--- config.mk ---
export PLATFORM = sky130hd
export DESIGN_NAME = glob_wildcard_matcher_flat
export DESIGN_NICKNAME = d
export VERILOG_FILES = /design/src/hw/rtl/gwm_pkg.sv /design/src/hw/rtl/gwm_item_if.sv /design/src/hw/rtl/gwm_res_if.sv /design/src/hw/rtl/gwm_nfa.sv /design/src/hw/rtl/glob_wildcard_matcher.sv /design/src/flat_wrapper.sv
export SDC_FILE = /design/constraint.sdc
export NUM_CORES = 1
export LEC_CHECK = 0
export BUFFER_PORTS_ARGS = -buffer_cell sky130_fd_sc_hd__buf_2
export CAP_MARGIN = 20
export CORE_MARGIN = 2
export CORE_UTILIZATION = 40
export DETAILED_ROUTE_END_ITERATION = 10
export MAX_ROUTING_LAYER = met4
export RECOVER_POWER = 100
export SETUP_SLACK_MARGIN = 0.5
export SYNTH_ARGS = -nofsm -noshare
export SYNTH_HDL_FRONTEND = slang
export SYNTH_SLANG_ARGS = --single-unit
--- constraint.sdc ---
create_clock -name clk_i -period 11.2 [get_ports clk_i]
set_clock_uncertainty 0.15 [all_clocks]
set_input_delay 0.56 -clock clk_i [delete_from_list [all_inputs] [get_ports clk_i]]
set_output_delay 0.56 -clock clk_i [all_outputs]
set_load 0.1 [all_outputs]
--- src/hw/rtl/gwm_pkg.sv ---
`default_nettype none

package gwm_pkg;

  localparam int unsigned GwmPatternDepth = 32;
  localparam int unsigned GwmCharBits     = 8;

  localparam logic [7:0] SymStar = 8'h2A;
  localparam logic [7:0] SymAny  = 8'h3F;

  typedef enum logic [1:0] {
    OpClear   = 2'd0,
    OpAppend  = 2'd1,
    OpSubject = 2'd2,
    OpEnd     = 2'd3
  } gwm_op_e;

  typedef struct packed {
    logic matched;
    logic pattern_overflow;
  } gwm_res_t;

endpackage

`default_nettype wire

--- src/hw/rtl/gwm_item_if.sv ---
`default_nettype none

interface gwm_item_if import gwm_pkg::*; #(
  parameter int unsigned CharBits = GwmCharBits
);
  logic                valid;
  logic                ready;
  logic [1:0]          operation;
  logic [CharBits-1:0] symbol;

  modport source (output valid, output operation, output symbol, input ready);
  modport sink   (input valid, input operation, input symbol, output ready);
endinterface

`default_nettype wire

--- src/hw/rtl/gwm_res_if.sv ---
`default_nettype none

interface gwm_res_if;
  logic valid;
  logic ready;
  logic matched;
  logic pattern_overflow;

  modport source (output valid, output matched, output pattern_overflow, input ready);
  modport sink   (input valid, input matched, input pattern_overflow, output ready);
endinterface

`default_nettype wire

--- src/hw/rtl/gwm_nfa.sv ---
`default_nettype none

module gwm_nfa import gwm_pkg::*; #(
  parameter int unsigned PatternDepth = GwmPatternDepth,
  parameter int unsigned CharBits     = GwmCharBits
) (
  input  wire logic                clk_i,
  input  wire logic                rst_ni,
  input  wire logic                cmd_valid_i,
  input  wire gwm_op_e             cmd_op_i,
  input  wire logic [CharBits-1:0] cmd_sym_i,
  output gwm_res_t                 res_o
);

  localparam int unsigned LenW = $clog2(PatternDepth + 1);
  localparam int unsigned IdxW = $clog2(PatternDepth);
  localparam logic [PatternDepth:0] ActStart = (PatternDepth + 1)'(1);

  logic [CharBits-1:0]     chr_q [PatternDepth];
  logic [PatternDepth-1:0] star_q, star_d, any_q, any_d;
  logic [PatternDepth-1:0] lmask_q, lmask_d;
  logic [LenW-1:0]         len_q, len_d;
  logic                    ovf_q, ovf_d;
  logic [PatternDepth:0]   act_q, act_d;

  logic                    full;
  logic                    wr_en;
  logic [IdxW-1:0]         widx;
  logic [PatternDepth-1:0] star_eff, match_v, stay, adv;
  logic [PatternDepth:0]   next_pre;
  logic [PatternDepth:0]   cl_a, cl_r, cl_sum;
  logic [PatternDepth-1:0] cl_s, cl_x, cl_y;

  assign full  = (len_q == LenW'(PatternDepth));
  assign wr_en = cmd_valid_i && (cmd_op_i == OpAppend) && !full;
  assign widx  = len_q[IdxW-1:0];

  // pattern write
  always_comb begin
    star_d = star_q;
    any_d  = any_q;
    if (wr_en) begin
      star_d[widx] = (cmd_sym_i == CharBits'(SymStar));
      any_d[widx]  = (cmd_sym_i == CharBits'(SymAny));
    end
  end

  always_ff @(posedge clk_i) begin
    if (wr_en) begin
      chr_q[widx] <= cmd_sym_i;
    end
    star_q <= star_d;
    any_q  <= any_d;
  end

  // length, overflow
  always_comb begin
    len_d   = len_q;
    lmask_d = lmask_q;
    ovf_d   = ovf_q;
    if (cmd_valid_i) begin
      case (cmd_op_i)
        OpClear: begin
          len_d   = '0;
          lmask_d = '0;
          ovf_d   = 1'b0;
        end
        OpAppend: begin
          if (full) begin
            ovf_d = 1'b1;
          end else begin
            len_d   = len_q + LenW'(1);
            lmask_d = {lmask_q[PatternDepth-2:0], 1'b1};
          end
        end
        default: begin
        end
      endcase
    end
  end

  // subject step
  assign star_eff = star_q & lmask_q;

  always_comb begin
    for (int i = 0; i < PatternDepth; i++) begin
      match_v[i] = any_q[i] | (chr_q[i] == cmd_sym_i);
    end
  end

  assign stay     = act_q[PatternDepth-1:0] & star_eff;
  assign adv      = act_q[PatternDepth-1:0] & lmask_q & ~star_eff & match_v;
  assign next_pre = {1'b0, stay} | {adv, 1'b0};

  // star closure as a carry chain: r[i+1] = a[i+1] | (s[i] & r[i])
  assign cl_a   = (cmd_op_i == OpSubject) ? next_pre : ActStart;
  assign cl_s   = star_d & lmask_d;
  assign cl_y   = cl_a[PatternDepth:1];
  assign cl_x   = cl_s | cl_y;
  assign cl_sum = {1'b0, cl_x} + {1'b0, cl_y} + (PatternDepth + 1)'(cl_a[0]);
  assign cl_r   = {cl_sum[PatternDepth], cl_sum[PatternDepth-1:0] ^ cl_x ^ cl_y};

  assign act_d = cmd_valid_i ? cl_r : act_q;

  always_ff @(posedge clk_i or negedge rst_ni) begin
    if (!rst_ni) begin
      len_q   <= '0;
      lmask_q <= '0;
      ovf_q   <= 1'b0;
      act_q   <= ActStart;
    end else begin
      len_q   <= len_d;
      lmask_q <= lmask_d;
      ovf_q   <= ovf_d;
      act_q   <= act_d;
    end
  end

  assign res_o.matched          = act_q[len_q];
  assign res_o.pattern_overflow = ovf_q;

`ifndef SYNTHESIS
  a_clear_restarts: assert property (@(posedge clk_i) disable iff (!rst_ni)
    cmd_valid_i && (cmd_op_i == OpClear) |=> (len_q == '0) && !ovf_q && (act_q == ActStart))
    else $error("clear did not restart the matcher");

  a_overflow_sets: assert property (@(posedge clk_i) disable iff (!rst_ni)
    cmd_valid_i && (cmd_op_i == OpAppend) && full |=> ovf_q && full)
    else $error("append past depth did not flag overflow");

  a_active_in_pattern: assert property (@(posedge clk_i) disable iff (!rst_ni)
    (act_q & ~{lmask_q, 1'b1}) == '0)
    else $error("active position beyond pattern end");

  a_lmask_len: assert property (@(posedge clk_i) disable iff (!rst_ni)
    $countones(lmask_q) == int'(len_q))
    else $error("length mask out of step with length");
`endif

endmodule

`default_nettype wire

--- src/hw/rtl/glob_wildcard_matcher.sv ---
// glob matcher: pattern loaded by clear/append items, subject streamed by character items
// result: registered into the result queue when an end-of-subject item is taken, then shown on res_o
// throughput: one item per cycle; a two-entry result queue keeps input open while a result waits
// input stalls only when both result entries are held by the sink
// reset: empty pattern, overflow clear, only position zero active, result queue empty
`default_nettype none

module glob_wildcard_matcher import gwm_pkg::*; #(
  parameter int unsigned PatternDepth = GwmPatternDepth,
  parameter int unsigned CharBits     = GwmCharBits
) (
  input  wire logic clk_i,
  input  wire logic rst_ni,
  gwm_item_if.sink  item_i,
  gwm_res_if.source res_o
);

  localparam int unsigned QDepth = 2;
  localparam int unsigned CntW   = $clog2(QDepth + 1);

  gwm_op_e  op;
  logic     in_acc, end_acc, out_acc;
  gwm_res_t nfa_res;

  gwm_res_t        res_q [QDepth];
  logic            wr_q, wr_d, rd_q, rd_d;
  logic [CntW-1:0] cnt_q, cnt_d;

  assign op            = gwm_op_e'(item_i.operation);
  assign item_i.ready  = (cnt_q != CntW'(QDepth));
  assign in_acc        = item_i.valid && item_i.ready;
  assign end_acc       = in_acc && (op == OpEnd);
  assign out_acc       = res_o.valid && res_o.ready;

  gwm_nfa #(
    .PatternDepth (PatternDepth),
    .CharBits     (CharBits)
  ) u_nfa (
    .clk_i       (clk_i),
    .rst_ni      (rst_ni),
    .cmd_valid_i (in_acc),
    .cmd_op_i    (op),
    .cmd_sym_i   (item_i.symbol),
    .res_o       (nfa_res)
  );

  // result queue
  always_comb begin
    wr_d  = wr_q;
    rd_d  = rd_q;
    cnt_d = cnt_q;
    if (end_acc) begin
      wr_d = ~wr_q;
    end
    if (out_acc) begin
      rd_d = ~rd_q;
    end
    case ({end_acc, out_acc})
      2'b10:   cnt_d = cnt_q + CntW'(1);
      2'b01:   cnt_d = cnt_q - CntW'(1);
      default: cnt_d = cnt_q;
    endcase
  end

  always_ff @(posedge clk_i) begin
    if (end_acc) begin
      res_q[wr_q] <= nfa_res;
    end
  end

  always_ff @(posedge clk_i or negedge rst_ni) begin
    if (!rst_ni) begin
      wr_q  <= 1'b0;
      rd_q  <= 1'b0;
      cnt_q <= '0;
    end else begin
      wr_q  <= wr_d;
      rd_q  <= rd_d;
      cnt_q <= cnt_d;
    end
  end

  assign res_o.valid            = (cnt_q != '0);
  assign res_o.matched          = res_q[rd_q].matched;
  assign res_o.pattern_overflow = res_q[rd_q].pattern_overflow;

`ifndef SYNTHESIS
  a_cnt_bound: assert property (@(posedge clk_i) disable iff (!rst_ni)
    cnt_q <= CntW'(QDepth))
    else $error("result queue overfilled");

  a_end_gives_result: assert property (@(posedge clk_i) disable iff (!rst_ni)
    end_acc |=> res_o.valid)
    else $error("end of subject gave no result");

  a_drain: assert property (@(posedge clk_i) disable iff (!rst_ni)
    out_acc && !end_acc |=> cnt_q == $past(cnt_q) - CntW'(1))
    else $error("result queue count lost an item");

  a_ptr_cnt: assert property (@(posedge clk_i) disable iff (!rst_ni)
    (cnt_q == CntW'(1)) |-> (wr_q != rd_q))
    else $error("queue pointers out of step with count");
`endif

endmodule

`default_nettype wire
--- src/flat_wrapper.sv ---
// flat-port wrapper written by rule: the top's interface ports become plain ports
module glob_wildcard_matcher_flat import gwm_pkg::*;
#(
  parameter int unsigned PatternDepth = GwmPatternDepth,
  parameter int unsigned CharBits     = GwmCharBits
)
  (clk_i, rst_ni, item_i_valid, item_i_operation, item_i_symbol, item_i_ready, res_o_valid, res_o_matched, res_o_pattern_overflow, res_o_ready);
  gwm_item_if #(.CharBits(CharBits)) item_i_i ();
  gwm_res_if res_o_i ();
  input  wire logic clk_i;
  input  wire logic rst_ni;
  input wire logic [$bits(item_i_i.valid)-1:0] item_i_valid;
  input wire logic [$bits(item_i_i.operation)-1:0] item_i_operation;
  input wire logic [$bits(item_i_i.symbol)-1:0] item_i_symbol;
  output wire logic [$bits(item_i_i.ready)-1:0] item_i_ready;
  output wire logic [$bits(res_o_i.valid)-1:0] res_o_valid;
  output wire logic [$bits(res_o_i.matched)-1:0] res_o_matched;
  output wire logic [$bits(res_o_i.pattern_overflow)-1:0] res_o_pattern_overflow;
  input wire logic [$bits(res_o_i.ready)-1:0] res_o_ready;
  assign item_i_i.valid = item_i_valid;
  assign item_i_i.operation = item_i_operation;
  assign item_i_i.symbol = item_i_symbol;
  assign item_i_ready = item_i_i.ready;
  assign res_o_valid = res_o_i.valid;
  assign res_o_matched = res_o_i.matched;
  assign res_o_pattern_overflow = res_o_i.pattern_overflow;
  assign res_o_i.ready = res_o_ready;
  glob_wildcard_matcher #(.PatternDepth(PatternDepth), .CharBits(CharBits)) u_core (.clk_i(clk_i), .rst_ni(rst_ni), .item_i(item_i_i), .res_o(res_o_i));
endmodule
After elaboration in Yosys (flattened, before gate mapping):

Memories as Yosys holds them, arrays and structs flattened.
Index checks and enable logic that the tools add are counted.

* register bits: 140
* memory bits (writable): 260
* output and inout port bits: 4
* logic and storage cells: 140
* memories kept: 2

Memory list
* u_core.u_nfa.chr_q: depth 32, bits a word 8, rd ports 32, clocked after memory_dff 0, write ports 1, RTL line gwm_nfa.sv:19 `logic [CharBits-1:0] chr_q [PatternDepth];`
* u_core.res_q: depth 2, bits a word 2, rd ports 1, clocked after memory_dff 0, write ports 1, RTL line glob_wildcard_matcher.sv:25 `gwm_res_t res_q [QDepth];`

* add/subtract/negate cells: 5
* magnitude comparators: 3
* eq/ne operators: 43
* muxes and demuxes: 20
* bitwise gates (word level): 45
* reductions and logical operators: 13

Operator list (number)
* 8-bit == test: 32
* 32-bit AND: 6
* 32-bit 2-to-1 mux: 3
* 32-bit bitwise mux: 2
* 32-bit one-hot mux with 2 select lines: 1
* 32-bit bitwise XOR: 2
* 32-bit by 32-bit adder with 33-bit output: 1
* 33-bit by 1-bit adder with 33-bit output: 1
* 33-bit 2-to-1 mux: 1
* 32-bit by 33-bit bitwise OR with 33-bit output: 1
* 32-bit inverter: 1
* 1-bit bitwise OR: 32
* 32-bit bitwise OR: 1
* 8-bit by 6-bit == test with 1-bit output (second input constant): 2
* 6-bit one-hot mux with 2 select lines: 1
* 6-bit by 7-bit less-than comparator with 1-bit output (second input constant): 1
* 1-bit 2-to-1 mux: 7
* 6-bit by 1-bit adder with 6-bit output (second input constant): 1
* 1-bit binary-select mux with 6-bit select: 1
* 2-bit == test (second input constant): 3
* 6-bit == test (second input constant): 1
* 1-bit logical AND: 6
* 5-bit by 6-bit less-than comparator with 1-bit output (second input constant): 1
* 6-bit 2-to-1 mux: 1
* other kinds (13): 20

Depth between registers and ports, before layout:

* word-level depth: 12
* mapped depth: 23

Cells and area by module:

Synthesis repeated with hierarchy kept, for this count alone.

* cells, all modules: 1529
* area total of the unflattened synthesis: 19002.0 um2

Modules (own cells, without submodules)
* gwm_nfa: times used 1, cells each 1504, area an instance 18636.6 um2, seq. area each 11091.9 um2
* glob_wildcard_matcher: times used 1, cells each 25, area an instance 365.4 um2, seq. area each 220.2 um2

Least setup slack after synthesis:

Ideal clock, no wire load.

* path type: reg2reg
* start: register u_core.cnt_q[1]
* end: register u_core.u_nfa.act_q[28]
* arrival time: 5.158 ns
* data required time: 10.925 ns
* path slack: 5.767 ns
* cell stages (with the launch flop): 22
* buffers on the path: 2
* period minus slack after synthesis: 5.433 ns
* cell sequence: dfrtp_1 -> nor2b_1 -> buf_6 -> inv_2 -> nand3_1 -> buf_2 -> nor4_1 -> mux2_2 -> nand2_1 -> a21oi_1 -> ha_1 -> a21oi_1 -> o41ai_1 -> ha_1 -> o21bai_1 -> a211oi_1 -> o21ai_0 -> o22a_1 -> a21o_2 -> a21bo_1 -> a221o_1 -> mux2_2

* cells in the longest elaborated chain, start to end: 11
* elaborated cells between the ends (all ways): 12

Ends and longest elaborated chain
* start, declared: RTL line glob_wildcard_matcher.sv:27 `logic [CntW-1:0] cnt_q, cnt_d;`
* start signal, assigned: RTL line glob_wildcard_matcher.sv:79 `cnt_q <= cnt_d;`
* 2-bit != test: RTL line glob_wildcard_matcher.sv:30 `assign item_i.ready = (cnt_q != CntW'(QDepth));`
* via item_i_ready: RTL line flat_wrapper.sv:15 `output wire logic [$bits(item_i_i.ready)-1:0] item_i_ready;`
* 1-bit logical AND: RTL line glob_wildcard_matcher.sv:31 `assign in_acc = item_i.valid && item_i.ready;`
* 1-bit logical AND (2 in a row): RTL line gwm_nfa.sv:35 `assign wr_en = cmd_valid_i && (cmd_op_i == OpAppend) && !full;`
* 32-bit 2-to-1 mux: RTL line gwm_nfa.sv:42 `if (wr_en) begin`
* via u_core.u_nfa.star_d[0]: RTL line gwm_nfa.sv:20 `logic [PatternDepth-1:0] star_q, star_d, any_q, any_d;`
* 32-bit AND: RTL line gwm_nfa.sv:97 `assign cl_s = star_d & lmask_d;`
* 32-bit bitwise OR: RTL line gwm_nfa.sv:99 `assign cl_x = cl_s | cl_y;`
* 32-bit by 32-bit adder with 33-bit output: RTL line gwm_nfa.sv:100 `assign cl_sum = {1'b0, cl_x} + {1'b0, cl_y} + (PatternDepth + 1)'(cl_a[0]);`
* 33-bit by 1-bit adder with 33-bit output: RTL line gwm_nfa.sv:100
* 32-bit bitwise XOR (2 in a row): RTL line gwm_nfa.sv:101 `assign cl_r = {cl_sum[PatternDepth], cl_sum[PatternDepth-1:0] ^ cl_x ^ cl_y};`
* end signal, assigned: RTL line gwm_nfa.sv:110 `act_q <= ActStart;`
* end signal, assigned: RTL line gwm_nfa.sv:115 `act_q <= act_d;`
* end, declared: RTL line gwm_nfa.sv:24 `logic [PatternDepth:0] act_q, act_d;`

The timed path passes the listed nets, and every way through them passes these cells.
A chain may end at the register's enable or synchronous reset.

Final worst setup path:

* start: register u_core.u_nfa.len_q[0]
* end: register u_core.u_nfa.act_q[28]

* elaborated cells between the ends (all ways): 19

RTL lines
* start, declared: RTL line gwm_nfa.sv:22 `logic [LenW-1:0] len_q, len_d;`
* start signal, assigned: RTL line gwm_nfa.sv:112 `len_q <= len_d;`
* 6-bit == test: RTL line gwm_nfa.sv:34 `assign full = (len_q == LenW'(PatternDepth));`
* 32-bit 2-to-1 mux: RTL line gwm_nfa.sv:69 `if (full) begin`
* 32-bit one-hot mux with 2 select lines: RTL line gwm_nfa.sv:62 `case (cmd_op_i)`
* 32-bit 2-to-1 mux: RTL line gwm_nfa.sv:61 `if (cmd_valid_i) begin`
* via u_core.u_nfa.lmask_d[0]: RTL line gwm_nfa.sv:21 `logic [PatternDepth-1:0] lmask_q, lmask_d;`
* 32-bit AND: RTL line gwm_nfa.sv:97
* 32-bit bitwise OR: RTL line gwm_nfa.sv:99
* 32-bit by 32-bit adder with 33-bit output: RTL line gwm_nfa.sv:100
* 33-bit by 1-bit adder with 33-bit output: RTL line gwm_nfa.sv:100
* 32-bit bitwise XOR (2 in a row): RTL line gwm_nfa.sv:101

The timed path passes the listed nets, and every way through them passes these cells.

==> summary by stage <==
Worst setup path
Walking the worst path, the cells encountered are inv_1 > ha_1 > nand2_1 > nor2_1 > nor2_1 > nor2_1 > nor2_1 > nand2_1 > a21oi_1 > ha_1 > a21oi_1 > o41ai_1 > ha_1 > o21bai_1 > a211oi_1 > o21ai_0 > o22a_1 > a21o_1 > a21bo_1 > a221o_1 > mux2_2. The largest single stage delay on the critical path is ~2300 ps. The worst register-to-register path begins at u_core.u_nfa.len_q[0]$_DFFE_PN0P_. The required time at the worst-slack endpoint is roughly 12000 ps. The arrival time of data at the critical path endpoint is around 8100 ps.

The worst setup path is of the flip-flop to flip-flop kind. The start point of the critical path is u_core.u_nfa.len_q[0]$_DFFE_PN0P_. The worst register-to-register path ends at u_core.u_nfa.act_q[28]$_DFFE_PN0N_. The category of the worst setup path capture point is a flip-flop.

The launching element type of the critical path is a flip-flop. The top fanout value on the critical path is 37. Among all stages on the critical path, the largest delay is contributed by nor2_1. Measured in cells, the most critical reg-to-reg path has a length of 21. Setup slack on the worst reg-to-reg path comes out at 3380 ps. The termination of the worst setup path is u_core.u_nfa.act_q[28]$_DFFE_PN0N_. Counting stages on the worst path, the most repeated cell is nor2_1.

Timing
In this run the tightest slew margin relative to its limit is -157%. The fmax is 128 MHz. Dividing the final minimum period by the clock period gives a little over two thirds. Setup repair after global routing left no endpoint under its margin. The max-slew violation count is around 660. At the pin with the least slew margin, the transition time is slightly below 4000 ps.

Setup violations remaining at the end of the flow were counted as 0. The summed negative setup slack over all endpoints is 0 ps. The count of final hold-check violations is 0. The routed design could run at a clock period as short as between 7000 and 8000 ps.

GRT
The maximum number of pins on one net before global-route repair is 77. Global routing used 20.2% of the available tracks across all layers. The number of global-route vias before repair came to 12100. In the global route stage, met3 resource usage came out at 3.30%. After global routing the overflow that remains totals 0. The most utilized layer in the global route result is met2. The initial antenna violation count is 2. For this run, global-route usage on met1 was measured as between 20% and 30%. The first global-routing pass estimated roughly 74 mm of wire. The global routing met2 resource utilization is a little under a third.

Placement
The number of placed instances, taps included, is 2121. The routability congestion estimate from global placement is 0.940. During placement, the flow inserted port buffers numbering 17. Once detailed placement completed, the half-perimeter wirelength came to between 30 and 40 mm.

Yosys
Of all flip-flops after synthesis, the portion carrying an async set or reset was between 10% and 20%. After technology mapping, the gate count stands at approximately 1600. The number of nets produced by synthesis is ~1600. The mean instance size in the synthesized netlist is 12.2 um^2. The share of cell area taken by muxes after synthesis is between 2 and 2.5%. Yosys mapped a number of flops with a built-in enable equal to 292. The cell area after synthesis is roughly 19000 um^2.

Summing the areas of all and, or, nand and nor instances in the mapped netlist gives 12.6% of the synthesized area. In this run, distinct cell masters in the synthesized netlist total 91. Summing the areas of all xor and xnor instances in the mapped netlist gives about an eighth of the synthesized area.

The largest family of logic cells by synthesized area is simple AND/OR/NAND/NOR gates. The area fraction in compound gates after synthesis is under 10%. The synthesized netlist devotes less than 1% of its cell area to adder and majority cells. The count of state elements after synthesis is 400. The dominant synthesized flop cell is edfxtp_1. For this run, the register share of the synthesized area comes to 59.5%. During synthesis, Yosys emitted a total of 0 warnings.

Drt
The total length of routed wires is 48.1 mm. After detailed routing, the average wire length per cell comes to 21.8 um. Before antenna repair, the detailed router went through 6 iterations.

The remaining routing DRC violations is 0. The final route contains ~13000 vias. The via-per-instance ratio is around 5.7. After the first detailed-routing iteration, the DRC count stood at around 1100.

In this run the remaining antenna-violating nets after routing total 0.

Clock network
Counting along the longest clock path gives a buffer depth of 3. The clock slew seen by the registers of the worst setup and hold paths is approximately 60 ps. The clock tree from TritonCTS is built. The clock net in this run drives a total of 400 sinks. The number of buffers created by CTS is 44. The insertion delay of the later-clocked pin in the worst-skew pair is 580 ps. The root buffer cell chosen for the clock tree is clkbuf_16. Buffers added to address setup during post-CTS repair amount to 0.

The CTS H-tree depth is 2.

Floorplanning
The floorplan step set the die height to around 220 um. The number of rows in the core area is 79. The number of top-level pins is 18. The die outline width is 222 um.

The area of the die is approximately 49000 um^2. The core outline area is 46800 um^2. The initial core utilization is 40.7%.

Final layout
The count of nets after finishing is 1584. The number of standard cells in the layout, taps in and fillers out is about 2200. The count of filler cells inserted in the layout is approximately 4300.

Of the cells placed in the final design, the portion with a size suffix greater than 1 is approximately 7.6%. Compared with the post-synthesis result, the final layout area differs by 9.89%.

Outcome
The run finished, with violations left. The checks that failed: capacitance limit, slew limit.

Worst hold path
In this run the worst hold path is classified as input pin to flip-flop.

Pwr
The maximum vdd ir drop is 0.109 mV. The power density over cell area is 170 nW/um^2. In this run the static leakage power is between 0.007 and 0.008 uW.

Flow run
Max-cap violations in this run came to 17.
[stage by stage]
step / area [um^2] / hold WS (ps) / util (%) / worst slack [ps] / power [uW]
after floorplan: 19000 / 114 / - / 5770 / 2050
after global placement: 19700 / 303 / 42.0 / 4890 / 2200
after detailed placement: 19700 / 317 / 42.0 / 4760 / 2210
after CTS: 21000 / 59.2 / 45.0 / 5340 / 3590
after global routing: 20900 / 259 / 44.7 / 2900 / 3680
final: 20900 / 242 / 44.7 / 3380 / 3560
[sequential cells by signal (all words and copies together) (netlist names), 2 cells and up]
name / flops
u_core.cnt_q: 2
u_core.res_q: 4
u_core.u_nfa.act_q: 33
u_core.u_nfa.any_q: 32
u_core.u_nfa.chr_q: 256
u_core.u_nfa.len_q: 6
u_core.u_nfa.lmask_q: 32
u_core.u_nfa.star_q: 32
[how the worst min path moves through the flow]
stage / depth (start not counted) / end / start / slack, ps
after floorplan: 0 / u_core.cnt_q[0]$_DFFE_PN0P_ / rst_ni / 110
after global placement: 0 / u_core.res_q[0][0]$_DFFE_PP_ / u_core.u_nfa.ovf_q$_DFFE_PN0P_ / 300
after detailed placement: 0 / u_core.res_q[0][0]$_DFFE_PP_ / u_core.u_nfa.ovf_q$_DFFE_PN0P_ / 320
after CTS: 1 / u_core.u_nfa.lmask_q[10]$_DFF_PN0_ / rst_ni / 60
after global routing: 3 / u_core.rd_q$_DFFE_PN0P_ / res_o_ready / 260
final: 3 / u_core.rd_q$_DFFE_PN0P_ / res_o_ready / 240
[synthesized netlist by cell type (32+ instances only)]
library cell  instances  area [um^2]
nand3_1              74          370
nor4_1               64          400
nand2_1             115          432
xor2_1              251         2200
dfrtp_1              75         1880
buf_2                49          245
nor2_1               66          248
a21oi_1              56          280
dfxtp_1              32          641
inv_1                47          176
o21ai_0              40          200
edfxtp_1            292         8770
[area by class of cell]
cell class / instances / area (um^2) / share of cell area, %
Timing Repair Buffer: 39 / 179 / 0.856
Sequential cell: 400 / 11300 / 54.2
Clock buffer: 59 / 1210 / 5.79
Tap cell: 607 / 759 / 3.64
Antenna cell: 2 / 5.00 / 0.0240
Clock inverter: 21 / 156 / 0.749
Inverter: 49 / 184 / 0.880
Multi-Input combinational cell: 1029 / 7090 / 33.9
[power by group]
part	internal (uW)	leakage (uW)	total (uW)	switching (uW)
Sequential	1650	0.00391	1740	91.2
Combinational	130	0.00294	430	300
Clock	802	0.000674	1390	585
[metal layers]
metal | wire length, um | share of wire (%) | vias up
met5 | 0 | 0 | -
met4 | 1870 | 3.9 | 0
met3 | 2840 | 5.9 | 116
met2 | 22300 | 46 | 401
met1 | 21100 | 44 | 6187
li1 | - | - | 5796
[timing repair]
action                                  CTS  global route
endpoints found under the hold margin     0            19
endpoints found under the setup margin    0             0
resized for setup                         0             0
hold buffers                              0             1
[critical path: cells and delay by family, from the launching register on]
kind	cells	cell delay, ps
and+or+nand+nor	6	3610
AOI/OAI and AO/OA	10	2080
adders and majority gates	3	710
DFF	1	670
muxes	1	270
buffers and inverters	1	200
[placed cells by master (no fill, tap or decap), types with 13 or more instances in the layout]
| master | netlist | final |
|---|---|---|
| clkbuf_16 | 0 | 45 |
| clkbuf_1 | 17 | 40 |
| nor2_1 | 66 | 67 |
| nand3_1 | 74 | 74 |
| nand2_1 | 115 | 115 |
| o21a_1 | 13 | 13 |
| and3_1 | 17 | 17 |
| a22o_1 | 18 | 18 |
| nor4_1 | 64 | 66 |
| nand4_1 | 31 | 31 |
| inv_1 | 47 | 47 |
| a21oi_1 | 56 | 56 |
| o31ai_1 | 31 | 31 |
| xor2_1 | 251 | 251 |
| dfrtp_1 | 75 | 75 |
| nor3_1 | 21 | 21 |
| dfxtp_1 | 32 | 32 |
| edfxtp_1 | 292 | 292 |
| o21ai_0 | 40 | 42 |
| xnor2_1 | 15 | 15 |
[kinds of logic (layout without fill, tap and decap cells)]
group | after synthesis | count (layout)
AO/OA/AOI/OAI | 267 | 267
buffers and inverters | 125 | 168
multiplexers | 34 | 34
flip-flops | 400 | 400
adder cells (fa/ha/maj) | 7 | 7
other | 0 | 2
AND/OR/NAND/NOR | 455 | 455
XOR/XNOR | 266 | 266
Note: power is estimated with default switching activity, not from simulation.
